### src/hdl/asm_pkg.sv
package asm_pkg;

  // Sample width clocked in by a read-sample operation (16 to 24).
  localparam int SAMPLE_BITS = 24;
  localparam int SAMPLE_W    = 24;

  // Input queue between the front end and the engine.
  localparam int QUEUE_DEPTH = 4;
  localparam int QUEUE_AW    = $clog2(QUEUE_DEPTH);

  // Operation codes.
  localparam logic [1:0] OP_READ_SAMPLE = 2'd0;
  localparam logic [1:0] OP_WRITE_CFG   = 2'd1;
  localparam logic [1:0] OP_READ_CFG    = 2'd2;
  localparam logic [1:0] OP_RESERVED    = 2'd3;

  // Configuration register indexes.
  localparam logic [1:0] REG_HALF_PERIOD = 2'd0;
  localparam logic [1:0] REG_POLL_PERIOD = 2'd1;
  localparam logic [1:0] REG_TIMEOUT     = 2'd2;

  localparam logic [7:0]  HALF_RESET    = 8'd3;
  localparam logic [15:0] POLL_RESET    = 16'd1000;
  localparam logic [9:0]  TIMEOUT_RESET = 10'd300;

  typedef struct packed {
    logic [7:0]  half_period_ticks;
    logic [15:0] poll_period_ticks;
    logic [9:0]  timeout_polls;
  } cfg_t;

  // One classified input transaction.
  typedef struct packed {
    logic       tick;
    logic       start_ok;
    logic [1:0] opcode;
    logic [7:0] config_byte;
    logic       dout_level;
  } item_t;

  // One result transaction.
  typedef struct packed {
    logic                sclk_level;
    logic                data_drive_enable;
    logic                data_drive_value;
    logic                busy_res;
    logic                done_res;
    logic                timed_out;
    logic [SAMPLE_W-1:0] sample_value;
    logic [7:0]          config_value;
  } result_t;

endpackage

### src/hdl/asm_front.sv
module asm_front
  import asm_pkg::*;
(
  input  logic       in_valid,
  output logic       in_ready,
  input  logic       tick,
  input  logic       start_req,
  input  logic [1:0] opcode,
  input  logic [7:0] config_byte,
  input  logic       dout_level,
  input  logic       q_full,
  output logic       q_push,
  output item_t      q_item
);

  // A start with the reserved opcode is dropped here, so the engine only
  // sees starts it must honour.
  assign in_ready = !q_full;
  assign q_push   = in_valid && !q_full;

  always_comb begin
    q_item.tick        = tick;
    q_item.start_ok    = start_req && (opcode != OP_RESERVED);
    q_item.opcode      = opcode;
    q_item.config_byte = config_byte;
    q_item.dout_level  = dout_level;
  end

endmodule

### src/hdl/asm_queue.sv
module asm_queue
  import asm_pkg::*;
(
  input  logic  clk,
  input  logic  rst,
  input  logic  push,
  input  item_t push_item,
  input  logic  pop,
  output item_t head_item,
  output logic  full,
  output logic  empty
);

  item_t               slots [QUEUE_DEPTH];
  logic [QUEUE_AW-1:0] wr_ptr;
  logic [QUEUE_AW-1:0] rd_ptr;
  logic [QUEUE_AW:0]   count;

  assign full      = (count == (QUEUE_AW+1)'(QUEUE_DEPTH));
  assign empty     = (count == '0);
  assign head_item = slots[rd_ptr];

  always_ff @(posedge clk) begin
    if (push) begin
      slots[wr_ptr] <= push_item;
    end
  end

  always_ff @(posedge clk) begin
    if (rst) begin
      wr_ptr <= '0;
      rd_ptr <= '0;
      count  <= '0;
    end else begin
      if (push) begin
        wr_ptr <= wr_ptr + 1'b1;
      end
      if (pop) begin
        rd_ptr <= rd_ptr + 1'b1;
      end
      if (push && !pop) begin
        count <= count + 1'b1;
      end else if (pop && !push) begin
        count <= count - 1'b1;
      end
    end
  end

endmodule

### src/hdl/asm_engine.sv
module asm_engine
  import asm_pkg::*;
(
  input  logic    clk,
  input  logic    rst,
  input  cfg_t    cfg,
  input  logic    q_empty,
  input  item_t   q_item,
  output logic    q_pop,
  output logic    out_valid,
  input  logic    out_ready,
  output result_t result
);

  localparam logic [2:0] ST_IDLE   = 3'd0;
  localparam logic [2:0] ST_PARKED = 3'd1;
  localparam logic [2:0] ST_POLL   = 3'd2;
  localparam logic [2:0] ST_HIGH   = 3'd3;
  localparam logic [2:0] ST_LOW    = 3'd4;

  localparam logic [5:0] FRAME_CLOCKS = 6'd46;
  localparam logic [5:0] RD_LOW_FIRST = 6'd27;
  localparam logic [5:0] RD_LOW_LAST  = 6'd28;
  localparam logic [5:0] CMD_FIRST    = 6'd29;
  localparam logic [5:0] CMD_LAST     = 6'd35;
  localparam logic [5:0] CMD_HOLD     = 6'd36;
  localparam logic [5:0] BYTE_FIRST   = 6'd37;
  localparam logic [5:0] BYTE_LAST    = 6'd44;
  localparam logic [6:0] WR_CMD       = 7'h65;
  localparam logic [6:0] RD_CMD       = 7'h56;

  logic [2:0]          state, state_next;
  logic [1:0]          active_op, active_op_next;
  logic [5:0]          clock_index, clock_index_next;
  logic [15:0]         tick_count, tick_count_next;
  logic [9:0]          poll_count, poll_count_next;
  logic [SAMPLE_W-1:0] shift_reg, shift_reg_next;
  logic [7:0]          tx_byte, tx_byte_next;
  logic                sclk_reg, sclk_reg_next;

  logic [15:0]         half_load;
  logic                samples_now;
  logic [SAMPLE_W-1:0] shifted;
  logic [SAMPLE_W-1:0] final_shift;
  logic [SAMPLE_W-1:0] sample_ext;
  logic [5:0]          index_inc;
  logic                done, tmo, drv_en, drv_val;
  logic [SAMPLE_W-1:0] sv;
  logic [7:0]          cv;
  logic [2:0]          cmd_bit, byte_bit;

  assign q_pop = !q_empty && (!out_valid || out_ready);

  assign half_load = (cfg.half_period_ticks == 8'd0) ? 16'd1 :
                     {8'd0, cfg.half_period_ticks};
  assign samples_now =
      ((active_op == OP_READ_SAMPLE) && (clock_index < 6'(SAMPLE_BITS))) ||
      ((active_op == OP_READ_CFG) && (clock_index >= BYTE_FIRST) &&
       (clock_index <= BYTE_LAST));
  assign shifted     = {shift_reg[SAMPLE_W-2:0], q_item.dout_level};
  assign final_shift = samples_now ? shifted : shift_reg;
  assign index_inc   = clock_index + 6'd1;

  // Sign extension of the final shift register value from SAMPLE_BITS to the
  // full sample width.
  always_comb begin
    for (int i = 0; i < SAMPLE_W; i++) begin
      sample_ext[i] = (i < SAMPLE_BITS) ? final_shift[i] : final_shift[SAMPLE_BITS-1];
    end
  end

  always_comb begin
    state_next       = state;
    active_op_next   = active_op;
    clock_index_next = clock_index;
    tick_count_next  = tick_count;
    poll_count_next  = poll_count;
    shift_reg_next   = shift_reg;
    tx_byte_next     = tx_byte;
    sclk_reg_next    = sclk_reg;
    done             = 1'b0;
    tmo              = 1'b0;
    sv               = '0;
    cv               = '0;
    unique case (state)
      ST_IDLE, ST_PARKED: begin
        if (q_item.start_ok) begin
          active_op_next   = q_item.opcode;
          tx_byte_next     = q_item.config_byte;
          shift_reg_next   = '0;
          poll_count_next  = '0;
          tick_count_next  = '0;
          clock_index_next = '0;
          sclk_reg_next    = 1'b0;
          state_next       = ST_POLL;
        end
      end
      ST_POLL: begin
        priority if (tick_count != 16'd0) begin
          if (q_item.tick) begin
            tick_count_next = tick_count - 16'd1;
          end
        end else if (!q_item.dout_level) begin
          clock_index_next = '0;
          tick_count_next  = half_load;
          sclk_reg_next    = 1'b1;
          state_next       = ST_HIGH;
        end else if (poll_count >= cfg.timeout_polls) begin
          poll_count_next = '0;
          sclk_reg_next   = 1'b1;
          state_next      = ST_PARKED;
          done            = 1'b1;
          tmo             = 1'b1;
        end else begin
          poll_count_next = poll_count + 10'd1;
          tick_count_next = cfg.poll_period_ticks;
        end
      end
      ST_HIGH: begin
        if (q_item.tick) begin
          if (tick_count <= 16'd1) begin
            sclk_reg_next   = 1'b0;
            tick_count_next = half_load;
            state_next      = ST_LOW;
          end else begin
            tick_count_next = tick_count - 16'd1;
          end
        end
      end
      ST_LOW: begin
        if (q_item.tick) begin
          if (tick_count <= 16'd1) begin
            if (samples_now) begin
              shift_reg_next = shifted;
            end
            if (index_inc >= FRAME_CLOCKS) begin
              done = 1'b1;
              if (active_op == OP_READ_SAMPLE) begin
                sv = sample_ext;
              end else if (active_op == OP_READ_CFG) begin
                cv = final_shift[7:0];
              end
              clock_index_next = '0;
              tick_count_next  = '0;
              sclk_reg_next    = 1'b0;
              state_next       = ST_IDLE;
            end else begin
              clock_index_next = index_inc;
              tick_count_next  = half_load;
              sclk_reg_next    = 1'b1;
              state_next       = ST_HIGH;
            end
          end else begin
            tick_count_next = tick_count - 16'd1;
          end
        end
      end
      default: begin
        state_next    = ST_IDLE;
        sclk_reg_next = 1'b0;
      end
    endcase
  end

  // Data pin use for the state after this step.
  assign cmd_bit  = 3'(CMD_LAST - clock_index_next);
  assign byte_bit = 3'(BYTE_LAST - clock_index_next);

  always_comb begin
    drv_en  = 1'b0;
    drv_val = 1'b0;
    if (state_next == ST_PARKED) begin
      drv_en  = 1'b1;
      drv_val = 1'b1;
    end else if ((state_next == ST_HIGH) || (state_next == ST_LOW)) begin
      if (active_op_next == OP_WRITE_CFG) begin
        priority if ((clock_index_next >= CMD_FIRST) &&
                     (clock_index_next <= CMD_LAST)) begin
          drv_en  = 1'b1;
          drv_val = WR_CMD[cmd_bit];
        end else if (clock_index_next == CMD_HOLD) begin
          drv_en  = 1'b1;
          drv_val = WR_CMD[0];
        end else if ((clock_index_next >= BYTE_FIRST) &&
                     (clock_index_next <= BYTE_LAST)) begin
          drv_en  = 1'b1;
          drv_val = tx_byte_next[byte_bit];
        end else if (clock_index_next > BYTE_LAST) begin
          drv_en  = 1'b1;
          drv_val = tx_byte_next[0];
        end else begin
          drv_en  = 1'b0;
        end
      end else if (active_op_next == OP_READ_CFG) begin
        priority if ((clock_index_next >= RD_LOW_FIRST) &&
                     (clock_index_next <= RD_LOW_LAST)) begin
          drv_en = 1'b1;
        end else if ((clock_index_next >= CMD_FIRST) &&
                     (clock_index_next <= CMD_LAST)) begin
          drv_en  = 1'b1;
          drv_val = RD_CMD[cmd_bit];
        end else begin
          drv_en = 1'b0;
        end
      end
    end
  end

  always_ff @(posedge clk) begin
    if (rst) begin
      state       <= ST_IDLE;
      active_op   <= OP_READ_SAMPLE;
      clock_index <= '0;
      tick_count  <= '0;
      poll_count  <= '0;
      shift_reg   <= '0;
      tx_byte     <= '0;
      sclk_reg    <= 1'b0;
      out_valid   <= 1'b0;
    end else begin
      if (q_pop) begin
        state       <= state_next;
        active_op   <= active_op_next;
        clock_index <= clock_index_next;
        tick_count  <= tick_count_next;
        poll_count  <= poll_count_next;
        shift_reg   <= shift_reg_next;
        tx_byte     <= tx_byte_next;
        sclk_reg    <= sclk_reg_next;
        out_valid   <= 1'b1;
      end else if (out_ready) begin
        out_valid   <= 1'b0;
      end
    end
  end

  always_ff @(posedge clk) begin
    if (q_pop) begin
      result.sclk_level        <= sclk_reg_next;
      result.data_drive_enable <= drv_en;
      result.data_drive_value  <= drv_val;
      result.busy_res          <= (state_next == ST_POLL) || (state_next == ST_HIGH) ||
                                  (state_next == ST_LOW);
      result.done_res          <= done;
      result.timed_out         <= tmo;
      result.sample_value      <= sv;
      result.config_value      <= cv;
    end
  end

endmodule

### src/hdl/adc_two_wire_serial_master_unit.sv
// Channel | Direction | Handshake           | Payload
// --------+-----------+---------------------+--------------------------------------------
// input   | in        | in_valid / in_ready | tick, start_req, opcode, config_byte,
//         |           |                     | dout_level
// result  | out       | out_valid/out_ready | sclk_level, data_drive_enable,
//         |           |                     | data_drive_value, busy_res, done_res,
//         |           |                     | timed_out, sample_value, config_value
// config  | in        | cfg_we              | cfg_index, cfg_data
//
// One transaction is taken per clock while the queue has room; every input transaction
// gives exactly one result transaction, which passes through the queue and the engine's result register.
// The rate is set by the engine, which advances the interface state once per transaction.
// Reset (rst, synchronous) empties the queue, drops any pending result and
// returns the engine to idle with the clock low and the data pin released.
// A stalled result holds the engine; the four-entry queue keeps accepting input
// until it fills, and in_ready falls only then.

module adc_two_wire_serial_master_unit
  import asm_pkg::*;
(
  input  logic                clk,
  input  logic                rst,
  // Input channel.
  input  logic                in_valid,
  output logic                in_ready,
  input  logic                tick,
  input  logic                start_req,
  input  logic [1:0]          opcode,
  input  logic [7:0]          config_byte,
  input  logic                dout_level,
  // Result channel.
  output logic                out_valid,
  input  logic                out_ready,
  output logic                sclk_level,
  output logic                data_drive_enable,
  output logic                data_drive_value,
  output logic                busy_res,
  output logic                done_res,
  output logic                timed_out,
  output logic [SAMPLE_W-1:0] sample_value,
  output logic [7:0]          config_value,
  // Configuration write port.
  input  logic                cfg_we,
  input  logic [1:0]          cfg_index,
  input  logic [15:0]         cfg_data
);

  cfg_t    cfg;
  item_t   push_item;
  item_t   head_item;
  logic    q_push;
  logic    q_pop;
  logic    q_full;
  logic    q_empty;
  result_t result;

  // The engine reads the configuration registers directly, so a value written
  // during an operation takes effect at the next reload of the counter concerned.
  always_ff @(posedge clk) begin
    if (rst) begin
      cfg.half_period_ticks <= HALF_RESET;
      cfg.poll_period_ticks <= POLL_RESET;
      cfg.timeout_polls     <= TIMEOUT_RESET;
    end else if (cfg_we) begin
      unique case (cfg_index)
        REG_HALF_PERIOD: cfg.half_period_ticks <= cfg_data[7:0];
        REG_POLL_PERIOD: cfg.poll_period_ticks <= cfg_data;
        REG_TIMEOUT:     cfg.timeout_polls     <= cfg_data[9:0];
        default: begin
          // Writes to an unused index are ignored.
        end
      endcase
    end
  end

  // The front end classifies each transaction (a reserved opcode never starts
  // an operation) and pushes it into the queue.
  asm_front u_front (
    .in_valid    (in_valid),
    .in_ready    (in_ready),
    .tick        (tick),
    .start_req   (start_req),
    .opcode      (opcode),
    .config_byte (config_byte),
    .dout_level  (dout_level),
    .q_full      (q_full),
    .q_push      (q_push),
    .q_item      (push_item)
  );

  asm_queue u_queue (
    .clk       (clk),
    .rst       (rst),
    .push      (q_push),
    .push_item (push_item),
    .pop       (q_pop),
    .head_item (head_item),
    .full      (q_full),
    .empty     (q_empty)
  );

  // The engine holds the polling and clocking state and the output register.
  asm_engine u_engine (
    .clk       (clk),
    .rst       (rst),
    .cfg       (cfg),
    .q_empty   (q_empty),
    .q_item    (head_item),
    .q_pop     (q_pop),
    .out_valid (out_valid),
    .out_ready (out_ready),
    .result    (result)
  );

  assign sclk_level        = result.sclk_level;
  assign data_drive_enable = result.data_drive_enable;
  assign data_drive_value  = result.data_drive_value;
  assign busy_res          = result.busy_res;
  assign done_res          = result.done_res;
  assign timed_out         = result.timed_out;
  assign sample_value      = result.sample_value;
  assign config_value      = result.config_value;

endmodule

### config.mk
export PLATFORM = sky130hd
export DESIGN_NAME = adc_two_wire_serial_master_unit
export DESIGN_NICKNAME = d
export VERILOG_FILES = /design/src/hdl/asm_pkg.sv /design/src/hdl/asm_front.sv /design/src/hdl/asm_queue.sv /design/src/hdl/asm_engine.sv /design/src/hdl/adc_two_wire_serial_master_unit.sv
export SDC_FILE = /design/constraint.sdc
export NUM_CORES = 1
export LEC_CHECK = 0
export ABC_AREA = 1
export ABC_CLOCK_PERIOD_IN_PS = 4050
export BUFFER_PORTS_ARGS = -buffer_cell sky130_fd_sc_hd__buf_2
export CORE_MARGIN = 2
export CORE_UTILIZATION = 45
export DETAILED_ROUTE_END_ITERATION = 7
export PLACE_DENSITY = 0.65
export SYNTH_ARGS = -nofsm -noshare
export SYNTH_HDL_FRONTEND = slang
export SYNTH_SLANG_ARGS = --single-unit
### constraint.sdc
create_clock -name clk -period 4.05 [get_ports clk]
set_input_delay 0.81 -clock clk [delete_from_list [all_inputs] [get_ports clk]]
set_output_delay 0.81 -clock clk [all_outputs]
set_load 0.01 [all_outputs]
---- Word-level counts from Yosys, hierarchy flattened ----
Memory sizes are Yosys's and may differ from the RTL's. A register that Yosys moved wholly into a read port is not among the register bits.
Index checks and enable logic that the tools add are counted.
storage, ports and cells
  register bits after elaboration ......... 150
  latch bits .............................. 0
  bits in writable memories ............... 52
  ROM bits ................................ 16
  input port bits ......................... 36
  output and inout bits ................... 40
  word-level logic and storage cells ...... 210
  memories kept ........................... 3
memory list
  memory           depth  width  read ports  clocked after memory_dff  wr ports  RTL line           source
  u_queue.slots    4      13     1           1                         1         asm_queue.sv:14    item_t slots [QUEUE_DEPTH];
  (no name shown)  8      1      1           0                         0         asm_engine.sv:201  drv_val = RD_CMD[cmd_bit];
  (no name shown)  8      1      1           0                         0         asm_engine.sv:180  drv_val = WR_CMD[cmd_bit];
cells by class
  add/sub/neg operators ................... 9
  $mul .................................... 0
  div/mod/pow operators ................... 0
  magnitude comparators ................... 15
  eq/ne operators ......................... 24
  shifts and indexed selects .............. 0
  muxes and demuxes ....................... 90
  bitwise logic cells ..................... 5
  reductions and logical operators ........ 41
operators with widths
  kind                     number
  $mux W16                 10
  $mux W24                 4
  $pmux W16 S4             1
  $pmux W24 S2             1
  $mux W1                  40
  $mux W10                 4
  $mux W6                  6
  $mux W3                  10
  $mux W8                  3
  $pmux W10 S2             1
  $ge A6 B6 Y1 const B     3
  $le A6 B6 Y1 const B     3
  $pmux W6 S3              1
  $le A16 B1 Y1 const B    1
  $reduce_bool A16 Y1      1
  $sub A16 B1 Y16 const B  1
  $reduce_and A5 Y1        3
  $eq A3 B2 Y1 const B     4
  $ge A6 B5 Y1 const B     2
  $pmux W3 S4              1
  $logic_and A1 B1 Y1      11
  $add A10 B1 Y10 const B  1
  $ge A10 B10 Y1           1
  $mux W2                  5
  other kinds (34)         66

---- Logic depth before layout (Yosys ltp) ----
Gate-level depths: netlist of run 1.
  depth after elaboration ................. 14
  mapped depth ............................ 26
  depth with buffers taken out ............ 26

---- Modules after synthesis ----
Synthesis of run 1 repeated with hierarchy kept, for this count alone.
second synthesis, totals
  cells, all modules ...................... 1,238
  area total of the unflattened synthesis .. 10,435.0 um^2
modules (own cells, without submodules)
  module                           instances  cells an instance  area each (um^2)  sequential area each (um^2)
  asm_engine                       1          838                6,487.5           2,562.5
  asm_queue                        1          184                2,421.1           1,741.7
  adc_two_wire_serial_master_unit  1          199                1,412.6           680.7
  asm_front                        1          17                 113.9             0.0

---- Least setup slack after synthesis of run 1 ----
No wires, ideal clock.
  path kind ............................... register -> register
  start point ............................. reg u_engine.clock_index[0]
  end point ............................... reg u_engine.result[35] (netlist name)
  library setup time ...................... 253 ps
  arrival ................................. 2,741 ps
  data required time ...................... 3,797 ps
  setup slack ............................. 1,056 ps
  stages on the path, launching flop included .. 22
  path buffers ............................ 0
  period minus slack after synthesis ...... 2,994 ps
  cell sequence ........................... dfxtp_1 inv_1 ha_1 or2_2 nand3_1 o21ai_1 nand2_2 nand2_1 o22ai_1 inv_1 ha_1 inv_1 nand2_1 o21a_1 nand2_1 inv_1 nand2_1 nand2_1 nand2_1 nand2_1 nand2_1 nand2_1
between the ends
  word-level cells in the longest chain between the ends .. 14
  elaborated cells on any way between the ends .. 45
  classes of those cells .................. add/sub: 3; order compare: 8; eq/ne: 4; mux: 24; reduce/logical: 4; memory: 2
RTL lines
  element                                                RTL line                              source
  start: declaration                                     asm_engine.sv:34                      logic [5:0] clock_index, clock_index_next;
  start signal: assignment                               asm_engine.sv:224                     clock_index <= clock_index_next;
  $add A6 B1 Y6 *                                        asm_engine.sv:62                      assign index_inc = clock_index + 6'd1;
  $ge A6 B6 Y1                                           asm_engine.sv:136                     if (index_inc >= FRAME_CLOCKS) begin
  $mux W6 *                                              asm_engine.sv:136
  $mux W6 *                                              asm_engine.sv:132                     if (tick_count <= 16'd1) begin
  $mux W6 *                                              asm_engine.sv:131                     if (q_item.tick) begin
  $pmux W6 S3 *                                          asm_engine.sv:85                      unique case (state)
  via u_engine.clock_index_next[1]                       asm_engine.sv:34
  $sub A2 B3 Y3 / $sub A3 B3 Y3 (equally long branches)  asm_engine.sv:166, asm_engine.sv:167
  $mem_v2 Z8 W1 / $bmux W1 S3 (equally long branches)    --
  $mux W1 (on tied branches)                             asm_engine.sv:201, asm_engine.sv:187
  $mux W1 (on tied branches)                             asm_engine.sv:198, asm_engine.sv:184
  $mux W1 (on tied branches)                             asm_engine.sv:195, asm_engine.sv:181
  $mux W1 (on tied branches)                             asm_engine.sv:194, asm_engine.sv:177
  $mux W1 *                                              asm_engine.sv:176                     if (active_op_next == OP_WRITE_CFG) begin
  $mux W1 *                                              asm_engine.sv:175                     end else if ((state_next == ST_HIGH) || (state_next == ST_LOW)) begin
Mark *: on every way through the listed nets, which the timed path passes. The rest lies on a longest branch. The select of a mux whose other input is x is not followed.
A chain may end at the register's enable or synchronous reset.

---- Worst setup path after layout of run 1 ----
  start point ............................. reg u_engine.clock_index[0]
  end point ............................... reg u_engine.result[35] (netlist name)
between the ends
  word-level cells in the longest chain between the ends .. 14
  elaborated cells on any way between the ends .. 45
  classes of those cells .................. add/sub: 3; order compare: 8; eq/ne: 4; mux: 24; reduce/logical: 4; memory: 2
RTL lines
  element                                                RTL line
  $add A6 B1 Y6 *                                        asm_engine.sv:62
  $ge A6 B6 Y1                                           asm_engine.sv:136
  $mux W6 *                                              asm_engine.sv:136
  $mux W6 *                                              asm_engine.sv:132
  $mux W6 *                                              asm_engine.sv:131
  $pmux W6 S3 *                                          asm_engine.sv:85
  via u_engine.clock_index_next[1]                       asm_engine.sv:34
  $sub A2 B3 Y3 / $sub A3 B3 Y3 (equally long branches)  asm_engine.sv:166, asm_engine.sv:167
  $mem_v2 Z8 W1 / $bmux W1 S3 (equally long branches)    --
  $mux W1 (on tied branches)                             asm_engine.sv:201, asm_engine.sv:187
  $mux W1 (on tied branches)                             asm_engine.sv:198, asm_engine.sv:184
  $mux W1 (on tied branches)                             asm_engine.sv:195, asm_engine.sv:181
  $mux W1 (on tied branches)                             asm_engine.sv:194, asm_engine.sv:177
  $mux W1 *                                              asm_engine.sv:176
  $mux W1 *                                              asm_engine.sv:175
Marks and branches as above.

==> results.py, run 1 <==
metrics = {
    "yosys": {
        "synth.area.top_cells": "edfxtp_1 (27%), dfxtp_1 (23%), nor2_1 (7.1%)",
        "synth-seq-area-share": 0.505,
        "mappedNetlistArea_um2": 9860,
        "synth_edf_count": 90,
        "ys_warn_count": 0,
        "synth_cell_type_count": 54,
        "ys.flop_type": "dfxtp_1",
        "async_flop_share": 0,
        "yosysTopAreaCell": "edfxtp_1",
        "synth.top_cell.area_share": 0.274,
        "ys_seq_elements": 204,
        "synthCells": 1180,
        "syn_avg_cell_area_um2": 8.36,
        "synth_nets": 1243,
    },
    "setup_path": {
        "cp.arrival_ns": 3.59,
        "r2r_start": "u_engine.clock_index[0]",
        "critPathRequiredTime_ns": 4.32,
        "rr_worst_depth": 21,
        "reg2reg_to": "u_engine.result[35]",
        "cp_max_fo": 8,
        "crit_type": "flop to flop",
        "endpoint_kind": "flop",
        "r2r_slack_ns": 0.73,
        "worstSetupStartpointType": "flop",
    },
    "power": {
        "pwr-share-comb": 0.457,
        "p_leak_uw": 0.00472,
        "switching_share": 0.423,
        "power_frac_seq": 0.324,
        "vdd_ir_drop_max_mv": 0.439,
        "p_switching_uw": 3880,
        "intPower_uw": 5300,
        "p_per_area_nw_per_um2": 818,
        "clock_power_share": 0.218,
    },
    "sta": {
        "slew_headroom": 0.295,
        "hold_slack_ns": 0.448,
        "min_period_over_period": 0.819,
        "grt_setup_unrepaired": "no",
        "max_slew.worst_pin.slew_ns": 1.06,
        "hold_viol": 0,
        "finalClockSkew_ns": 0.0279,
        "finalCriticalPeriod_ns": 3.32,
        "setup_ws_ns": 0.733,
        "finalSetupViolCount": 0,
        "clock.fmax_ghz": 0.301,
        "finalSetupTns_ns": 0,
        "drv_slew": 0,
    },
    "status": {
        "status": "finished, final reports clean",
    },
    "worst_hold_path": {
        "holdPathEnd": "cfg[22]",
        "whs_path_depth": 2,
        "hp-class": "flop to flop",
        "min_from": "cfg[22]",
    },
    "layout": {
        "reg_top3": "u_queue.slots (52), u_engine.result (38), cfg (34)",
        "num_antenna_cells": 0,
        "largest_register": "u_queue.slots",
        "multiInputGateArea_um2": 4160,
        "drive_gt1_frac": 0.143,
        "synthToLayoutAreaGrowth_pct": 13.9,
        "fillCellCount": 2016,
        "largest_register_ffs": 52,
        "nets": 1309,
        "area.sequential_um2": 4980,
    },
    "global_route": {
        "grt_pass1_vias": 7078,
        "grt_use_total": 0.178,
        "antenna_found_initial": 1,
        "grt_max_degree": 67,
        "grt_pass1_wl_um": 34800,
        "grt_overflow": 0,
    },
    "floorplanning": {
        "initial_core_util": 0.455,
        "die_area_um2": 23100,
        "ios": 76,
        "rows": 54,
        "die_w_um": 152,
        "die_h_um": 152,
        "core_area_um2": 21700,
    },
    "routing": {
        "drt_wl_total_um": 21000,
        "routed-via-count": 7853,
        "antenna_left": 0,
        "avgRoutedWirePerCell_um": 13.6,
        "drt_iter0_markers": 463,
        "firstDrtPassIters": 5,
        "drc_errors": 0,
        "via_per_inst": 5.09,
    },
    "clock_network": {
        "cts_max_level": 1,
        "cts.sinks": 204,
        "cts.clk_slew.worst_paths_ns": 0.06,
        "cts_made_buffers": 22,
        "clkLatencyLatePin_ns": 0.52,
        "cts_setup_buffers": 0,
        "cts_root_buf": "clkbuf_16",
        "clk_path_buf_depth": 3,
        "cts_resized": 0,
        "cts_hold_buf": 0,
        "tritoncts": "done",
    },
    "run": {
        "cap_viol_max_count": 0,
    },
    "placed_design": {
        "post-dp-hpwl_um": 14600,
        "io_buffers": 75,
        "pre_cts_ws_ns": 0.747,
        "place.gp.congestion": 0.895,
    },
}
cell usage in the layout (no fill, tap or decap), types with 7 or more instances in the layout:
cell	n
a211oi_1	26
a21oi_1	75
buf_2	75
buf_4	13
clkbuf_1	7
clkbuf_16	23
dfxtp_1	114
edfxtp_1	90
ha_1	26
inv_1	127
inv_2	14
nand2_1	175
nand2_2	12
nand3_1	47
nor2_1	187
nor2_4	7
nor3_1	10
o211ai_1	10
o21ai_0	121
o21ai_1	10
o221ai_1	10
xor2_1	14
power by group through the flow:
stage | combinational, uW | sequential, uW | clock (uW)
floorplan | 3160 | 3070 | 0
global placement | 4160 | 3000 | 0
detailed placement | 4210 | 3020 | 0
CTS | 4230 | 2980 | 2050
global route | 4780 | 3030 | 2140
finish | 4200 | 2980 | 2010
routing by layer:
metal / part of all wire / GRT usage / vias up
li1: - / - / 4080
met1: 0.48 / 0.257 / 3567
met4: 0.018 / 0.0481 / 2
met5: 0.00062 / 0 / -
met3: 0.056 / 0.0334 / 30
met2: 0.44 / 0.277 / 174
cells in the mapped netlist (10+ instances only):
cell type and count:
a211oi_1 26, a21oi_1 75, clkbuf_1 33, dfxtp_1 114
edfxtp_1 90, ha_1 26, inv_1 127, inv_2 14
nand2_1 175, nand2_2 12, nand3_1 47, nor2_1 187
nor3_1 10, o211ai_1 10, o21ai_0 121, o21ai_1 10
o221ai_1 10, xor2_1 14
worst max path at each step:
stage	from	end	slack, ns	cells after the start
final	u_engine.clock_index[0]	u_engine.result[35]	0.73	21
after global routing	u_engine.clock_index[0]	u_engine.result[35]	0.34	21
after CTS	u_engine.clock_index[0]	u_engine.result[35]	0.73	21
after detailed placement	u_engine.clock_index[0]	u_engine.result[35]	0.75	21
after global placement	u_engine.clock_index[0]	u_engine.result[35]	0.83	21
after floorplan	u_engine.clock_index[0]	u_engine.result[35]	1.06	21
cell families after synthesis:
family | after synthesis | synth area share
adder cells (fa/ha/maj) | 27 | 0.0350
buffers and inverters | 189 | 0.0746
flip-flops | 204 | 0.505
AO/OA/AOI/OAI | 273 | 0.158
XOR/XNOR | 17 | 0.0151
AND/OR/NAND/NOR | 470 | 0.212
area by class of cell:
type	count	share of cell area
Clock inverter	7	0.00747
Multi-Input combinational cell	787	0.370
Inverter	143	0.0478
Tap cell	280	0.0312
Clock buffer	33	0.0573
Timing Repair Buffer	88	0.0421
Sequential cell	204	0.444
worst max-delay path, cell delays in order, from the launching register on:
cell and delay [ns]:
dfxtp_1 0.43, inv_1 0.13, ha_1 0.32, or2_2 0.27, nand3_1 0.10, o21ai_1 0.08
nand2_2 0.17, nand2_1 0.07, o22ai_1 0.36, inv_1 0.12, ha_1 0.26, inv_1 0.10
nand2_1 0.09, o21a_1 0.20, nand2_1 0.06, inv_1 0.03, nand2_1 0.05, nand2_1 0.05
nand2_1 0.05, nand2_1 0.04, nand2_1 0.05, nand2_1 0.04
through the flow:
stage          instance area (um2)  power [uW]  instances   util
2_1_floorplan                 9860        6230       1180      -
3_3_place_gp                 10500        7160       1502  0.484
3_5_place_dp                 10500        7220       1502  0.484
4_1_cts                      11200        9260       1542  0.518
5_1_grt                      11200        9950       1542  0.518
6_report                     11200        9180       1542  0.518
(Power assumes the default switching activity.)
==> run 2, diff against run 1 <==
--- a/config.mk
+++ b/config.mk
@@ -5,8 +5,8 @@
 export SDC_FILE = /design/constraint.sdc
 export NUM_CORES = 1
 export LEC_CHECK = 0
-export ABC_AREA = 1
-export ABC_CLOCK_PERIOD_IN_PS = 4050
+export ABC_AREA = 0
+export ABC_CLOCK_PERIOD_IN_PS = 3300
 export BUFFER_PORTS_ARGS = -buffer_cell sky130_fd_sc_hd__buf_2
 export CORE_MARGIN = 2
 export CORE_UTILIZATION = 45
==> constraint.sdc (replaced) <==
create_clock -name clk -period 3.3 [get_ports clk]
set_input_delay 0.66 -clock clk [delete_from_list [all_inputs] [get_ports clk]]
set_output_delay 0.66 -clock clk [all_outputs]
set_load 0.01 [all_outputs]
==> results.py, run 2 <==
metrics = {
    "status": {
        "status": "complete, but fails checks",
        "violations": "negative setup slack",
    },
    "yosys": {
        "synthCells": 947,
        "synth_top_family_by_area": "simple AND/OR/NAND/NOR gates",
        "mappedNetlistArea_um2": 9650,
        "yosysMostFrequentCell": "nor2_1",
        "ys.flop_type": "dfxtp_1",
        "ys_warn_count": 0,
        "synth.area.mux_share": 0.0797,
        "synth.area.top_cells": "edfxtp_1 (28%), dfxtp_1 (24%), nor2_1 (5.7%)",
        "synth_adder_area_share": 0.0358,
        "syn_avg_cell_area_um2": 10.2,
        "synth_compound_area_frac": 0.149,
        "ys_seq_elements": 204,
        "synth.top_cell.area_share": 0.280,
        "synth-seq-area-share": 0.517,
        "netlist_top_cells_count": "nor2_1 (147), dfxtp_1 (114), edfxtp_1 (90)",
        "synthXorXnorAreaFrac": 0.0127,
        "yosysTopAreaCell": "edfxtp_1",
        "yosys.area_share.simple": 0.174,
        "synth_edf_count": 90,
        "async_flop_share": 0,
        "synth_cell_type_count": 79,
        "synth_nets": 1010,
    },
    "power": {
        "vdd_ir_drop_max_mv": 0.560,
        "p_leak_uw": 0.00451,
        "p_per_area_nw_per_um2": 884,
        "power.total_uw": 10300,
    },
    "routing": {
        "drt_wl_total_um": 21300,
        "drt_iter0_markers": 459,
        "via_per_inst": 5.49,
        "drc_errors": 0,
        "firstDrtPassIters": 5,
        "antenna_left": 0,
        "routed-via-count": 7480,
        "avgRoutedWirePerCell_um": 15.6,
    },
    "sta": {
        "finalClockSkew_ns": 0.00924,
        "drv_slew": 0,
        "finalCriticalPeriod_ns": 3.38,
        "setup_ws_ns": -0.0787,
        "hold_viol": 0,
        "finalSetupTns_ns": -0.0787,
        "slew_headroom": 0.489,
        "clock.fmax_ghz": 0.296,
        "max_slew.worst_pin.slew_ns": 0.757,
        "finalSetupViolCount": 1,
        "min_period_over_period": 1.02,
        "grt_setup_unrepaired": "yes",
    },
    "floorplanning": {
        "rows": 53,
        "core_area_um2": 21000,
        "ios": 76,
        "die_h_um": 150,
        "die_area_um2": 22600,
        "die_w_um": 150,
        "initial_core_util": 0.459,
    },
    "layout": {
        "nets": 1135,
        "drive_gt1_frac": 0.222,
        "stdcell_count": 1363,
        "num_antenna_cells": 0,
        "largest_register": "u_queue.slots",
        "synthToLayoutAreaGrowth_pct": 20.7,
        "largest_register_ffs": 52,
        "mostFrequentLayoutCell": "nor2_1",
        "area.sequential_um2": 4990,
        "multiInputGateArea_um2": 4480,
        "reg_top3": "u_queue.slots (52), u_engine.result (38), cfg (34)",
        "final_cell_mix": "nor2_1 (146), dfxtp_1 (110), edfxtp_1 (90)",
        "fillCellCount": 1831,
    },
    "clock_network": {
        "clk_path_buf_depth": 3,
        "cts_hold_buf": 0,
        "cts_made_buffers": 22,
        "clkLatencyLatePin_ns": 0.50,
        "cts_root_buf": "clkbuf_16",
        "cts.clk_slew.worst_paths_ns": 0.06,
        "tritoncts": "done",
        "cts.sinks": 204,
        "cts_max_level": 1,
    },
    "global_route": {
        "grt_pass1_wl_um": 34500,
        "grt_pass1_vias": 6911,
        "antenna_found_initial": 0,
        "grt_use_total": 0.186,
        "grt_max_degree": 63,
        "grt_overflow": 0,
    },
    "setup_path": {
        "critical_path_buf_inv_count": 2,
        "endpoint_kind": "flop",
        "cp_max_fo": 6,
        "crit_chain": "inv_4, ha_4, o311a_1, o22ai_2, a22oi_1, o311a_1, or2_1, buf_4, xnor2_1, o221ai_1, a311oi_1, o31ai_1",
        "startpoint": "u_engine.clock_index[0]",
        "reg2reg_to": "u_engine.result[35]",
        "crit_top_cell": "o311a_1",
        "cp.arrival_ns": 3.62,
        "crit_cells": 12,
        "r2r_start": "u_engine.clock_index[0]",
        "crit_type": "flop to flop",
        "max_stage_delay_ns": 0.48,
        "crit_end": "u_engine.result[35]",
        "rr_worst_depth": 12,
        "cp_slowest_cell": "o311a_1",
        "cpLargestDelayFamily": "compound AO/OA/AOI/OAI gates",
        "worstSetupStartpointType": "flop",
        "critPathRequiredTime_ns": 3.55,
        "r2r_slack_ns": -0.08,
    },
    "placed_design": {
        "io_buffers": 75,
        "placedCellCount": 1311,
        "place.gp.congestion": 0.866,
        "post-dp-hpwl_um": 14800,
    },
    "run": {
        "cap_viol_max_count": 0,
    },
    "worst_hold_path": {
        "hp-class": "input port to flop",
    },
}
run 2: cell count changes in the layout (fill, tap and decap cells not counted), moves of 12 or more:
cell,previous run,this run
buf_4,13,78
nand2_1,175,85
a22oi_1,1,32
nor2_1,187,146
mux2i_1,0,45
a21oi_1,75,46
o21ai_0,121,38
nand3_1,47,11
inv_1,127,24
mux4_2,0,12
run 2: final cells by class:
class / instances / share of cell area
repair buffers: 153 / 0.0831
clock buffers: 28 / 0.0528
clock inverters: 12 / 0.0114
inverters: 28 / 0.00924
flip-flops and latches: 204 / 0.429
multi-input cells: 663 / 0.385
well taps: 275 / 0.0296
run 2: repair_timing:
action / 4_1_cts / 5_1_grt
endpoints found under the setup margin: 2 / 2
pin swaps: 2 / 12
gates resized for setup: 4 / 18
setup buffers: 1 / 11
run 2: routing by layer:
layer / wire [um] / vias up / part of all wire / GRT usage
met4: 408 / 0 / 0.019 / 0.0495
met1: 10100 / 3568 / 0.47 / 0.263
met5: 0 / - / 0 / 0
li1: - / 3724 / - / -
met3: 978 / 30 / 0.046 / 0.0297
met2: 9800 / 158 / 0.46 / 0.300
run 2: report_power, final:
part | total (uW) | internal (uW) | leakage [uW] | switching (uW)
registers | 3450 | 3190 | 0.00179 | 260
logic | 4320 | 1780 | 0.00235 | 2540
clock network | 2520 | 1550 | 0.000366 | 974
total | 10300 | 6520 | 0.00451 | 3770
run 2: per-stage QoR:
| stage | utilization | area, um2 | hold slack, ns | setup slack, ns |
|---|---|---|---|---|
| 2_1_floorplan | - | 9700 | 0.434 | 0.000534 |
| 3_3_place_gp | 0.510 | 10700 | 0.445 | -0.0170 |
| 3_5_place_dp | 0.510 | 10700 | 0.451 | -0.114 |
| 4_1_cts | 0.546 | 11500 | 0.351 | 0.0161 |
| 5_1_grt | 0.554 | 11600 | 0.362 | -0.266 |
| 6_report | 0.554 | 11600 | 0.371 | -0.0787 |
run 2: worst min-delay path by stage:
stage | slack [ns] | end | start | depth (start not counted)
3_5_place_dp | 0.45 | cfg[7] | cfg[7] | 2
5_1_grt | 0.36 | u_queue.slots[0][8] | config_byte[7] | 1
2_1_floorplan | 0.43 | cfg[20] | cfg[20] | 2
4_1_cts | 0.35 | u_queue.slots[3][8] | config_byte[7] | 1
3_3_place_gp | 0.44 | cfg[7] | cfg[7] | 2
6_report | 0.37 | u_queue.slots[0][2] | config_byte[1] | 1
run 2: cell families (layout without fill, tap and decap cells):
logic type                 after synthesis  count (layout)
AOI/OAI and AO/OA                      207             207
xor gates and xnor gates                14              14
adders and majority gates               27              27
buffers and inverters                   80             221
DFF                                    204             204
muxes                                   60              60
and+or+nand+nor                        355             355
==> run 3, diff against run 2 <==
--- a/config.mk
+++ b/config.mk
@@ -7,7 +7,7 @@
 export LEC_CHECK = 0
 export ABC_AREA = 0
 export ABC_CLOCK_PERIOD_IN_PS = 3300
-export BUFFER_PORTS_ARGS = -buffer_cell sky130_fd_sc_hd__buf_2
+export BUFFER_PORTS_ARGS = -buffer_cell sky130_fd_sc_hd__buf_4
 export CORE_MARGIN = 2
 export CORE_UTILIZATION = 45
 export DETAILED_ROUTE_END_ITERATION = 7
==> results.py, run 3 (synthesis results as in run 2) <==
metrics = {
    "power": {
        "p_per_area_nw_per_um2": 887,
        "p_leak_uw": 0.00460,
        "vdd_ir_drop_max_mv": 0.561,
    },
    "global_route": {
        "grt_overflow": 0,
        "antenna_found_initial": 0,
        "grt_pass1_vias": 6924,
        "grt_max_degree": 63,
        "grt_pass1_wl_um": 34700,
        "grt_use_total": 0.188,
    },
    "routing": {
        "antenna_left": 0,
        "drc_errors": 0,
        "routed-via-count": 7448,
        "via_per_inst": 5.46,
        "drt_wl_total_um": 21600,
        "firstDrtPassIters": 7,
        "drt_iter0_markers": 386,
        "avgRoutedWirePerCell_um": 15.8,
    },
    "clock_network": {
        "cts_made_buffers": 22,
        "cts.sinks": 204,
        "tritoncts": "done",
        "cts_max_level": 1,
        "cts.clk_slew.worst_paths_ns": 0.06,
        "clk_path_buf_depth": 3,
        "clkLatencyLatePin_ns": 0.50,
        "cts_root_buf": "clkbuf_16",
    },
    "setup_path": {
        "crit_top_cell": "ha_4",
        "cp_max_fo": 5,
        "max_stage_delay_ns": 0.50,
        "crit_chain": "inv_4, ha_4, o311a_1, o22ai_2, a22o_1, and2_4, a22oi_2, ha_4, nor2b_1, nor3_2, or4b_4, o31ai_4, a311oi_2, o31ai_1",
        "endpoint_kind": "flop",
        "critPathRequiredTime_ns": 3.64,
        "critical_path_buf_inv_count": 1,
        "crit_type": "flop to flop",
        "cp_slowest_cell": "or4b_4",
        "cp.arrival_ns": 3.60,
        "worstSetupStartpointType": "flop",
        "cpLargestDelayFamily": "compound AO/OA/AOI/OAI gates",
    },
    "placed_design": {
        "post-dp-hpwl_um": 15000,
        "place.gp.congestion": 0.857,
        "place_area_um2": 10900,
        "io_buffers": 75,
    },
    "floorplanning": {
        "die_w_um": 150,
        "ios": 76,
        "initial_core_util": 0.459,
        "rows": 53,
        "core_area_um2": 21000,
        "die_h_um": 150,
        "die_area_um2": 22600,
    },
    "layout": {
        "drive_gt1_frac": 0.242,
        "largest_register_ffs": 52,
        "synthToLayoutAreaGrowth_pct": 24.1,
        "fillCellCount": 1809,
        "final_cell_mix": "buf_4 (154), nor2_1 (146), dfxtp_1 (109)",
        "num_antenna_cells": 0,
        "largest_register": "u_queue.slots",
        "final_area_um2": 12000,
        "nets": 1136,
        "reg_top3": "u_queue.slots (52), u_engine.result (38), cfg (34)",
        "mostFrequentLayoutCell": "buf_4",
    },
    "status": {
        "status": "finished, final reports clean",
    },
    "sta": {
        "grt_setup_unrepaired": "yes",
        "finalClockSkew_ns": 0.00738,
        "clock.fmax_ghz": 0.306,
        "slew_headroom": 0.506,
        "hold_slack_ns": 0.354,
        "drv_slew": 0,
        "finalCriticalPeriod_ns": 3.26,
        "finalSetupViolCount": 0,
        "min_period_over_period": 0.989,
        "max_slew.worst_pin.slew_ns": 0.739,
        "hold_viol": 0,
    },
    "run": {
        "cap_viol_max_count": 0,
    },
    "worst_hold_path": {
        "hp-class": "input port to flop",
    },
}
## run 3: cell count changes in the layout (fill, tap and decap cells not counted), sizes merged
cell | previous run | this run
bufinv | 3 | 4
buf | 153 | 154
clkbuf | 28 | 25
clkinv | 8 | 10
## run 3: final timing paths
check / depth (start not counted) / end / from / slack, ns
setup / recovery: 14 / u_engine.result[35] / u_engine.clock_index[0] / 0.04
hold / removal: 1 / u_queue.slots[1][7] / config_byte[6] / 0.35
setup reg to reg: 14 / u_engine.result[35] / u_engine.clock_index[0] / 0.04
hold reg to reg: 2 / cfg[12] / cfg[12] / 0.46
## run 3: repair_timing
| item | 4_1_cts | 5_1_grt |
|---|---|---|
| hold buffers | 0 | 0 |
| setup endpoints to repair | 2 | 2 |
| gates cloned | 0 | 0 |
| resized for setup | 3 | 42 |
| pin swaps | 0 | 20 |
| buffers inserted | 1 | 11 |
## run 3: where the power goes
group,total [uW],switching (uW),internal [uW]
sequential,3450,261,3190
combinational,4610,2610,2000
clock,2560,979,1580
## run 3: through the flow
| step | util | cells | power, uW | setup TNS (ns) | setup WS [ns] |
|---|---|---|---|---|---|
| after CTS | 0.556 | 1353 | 10400 | 0 | 0.0103 |
| after detailed placement | 0.519 | 1312 | 7780 | -0.0576 | -0.0300 |
| final | 0.570 | 1364 | 10600 | 0 | 0.0362 |
| after floorplan | - | 947 | 6340 | 0 | 0.000534 |
| after global routing | 0.570 | 1364 | 11300 | -0.194 | -0.106 |
| after global placement | 0.519 | 1312 | 7720 | 0 | 0.0550 |
## run 3: routing by layer
| metal | wire, um | global-route usage |
|---|---|---|
| met3 | 942 | 0.0282 |
| met2 | 10100 | 0.306 |
| met1 | 10100 | 0.260 |
| met5 | 0 | 0 |
| met4 | 450 | 0.0552 |
## run 3: area by class of cell
class                           count  area (um2)  share of cell area
Clock buffer                       25         583              0.0487
Multi-Input combinational cell    663        4620               0.385
Timing Repair Buffer              154        1160              0.0965
Sequential cell                   204        4990               0.417
Inverter                           28         108             0.00898
Clock inverter                     15         178              0.0148
Tap cell                          275         344              0.0287
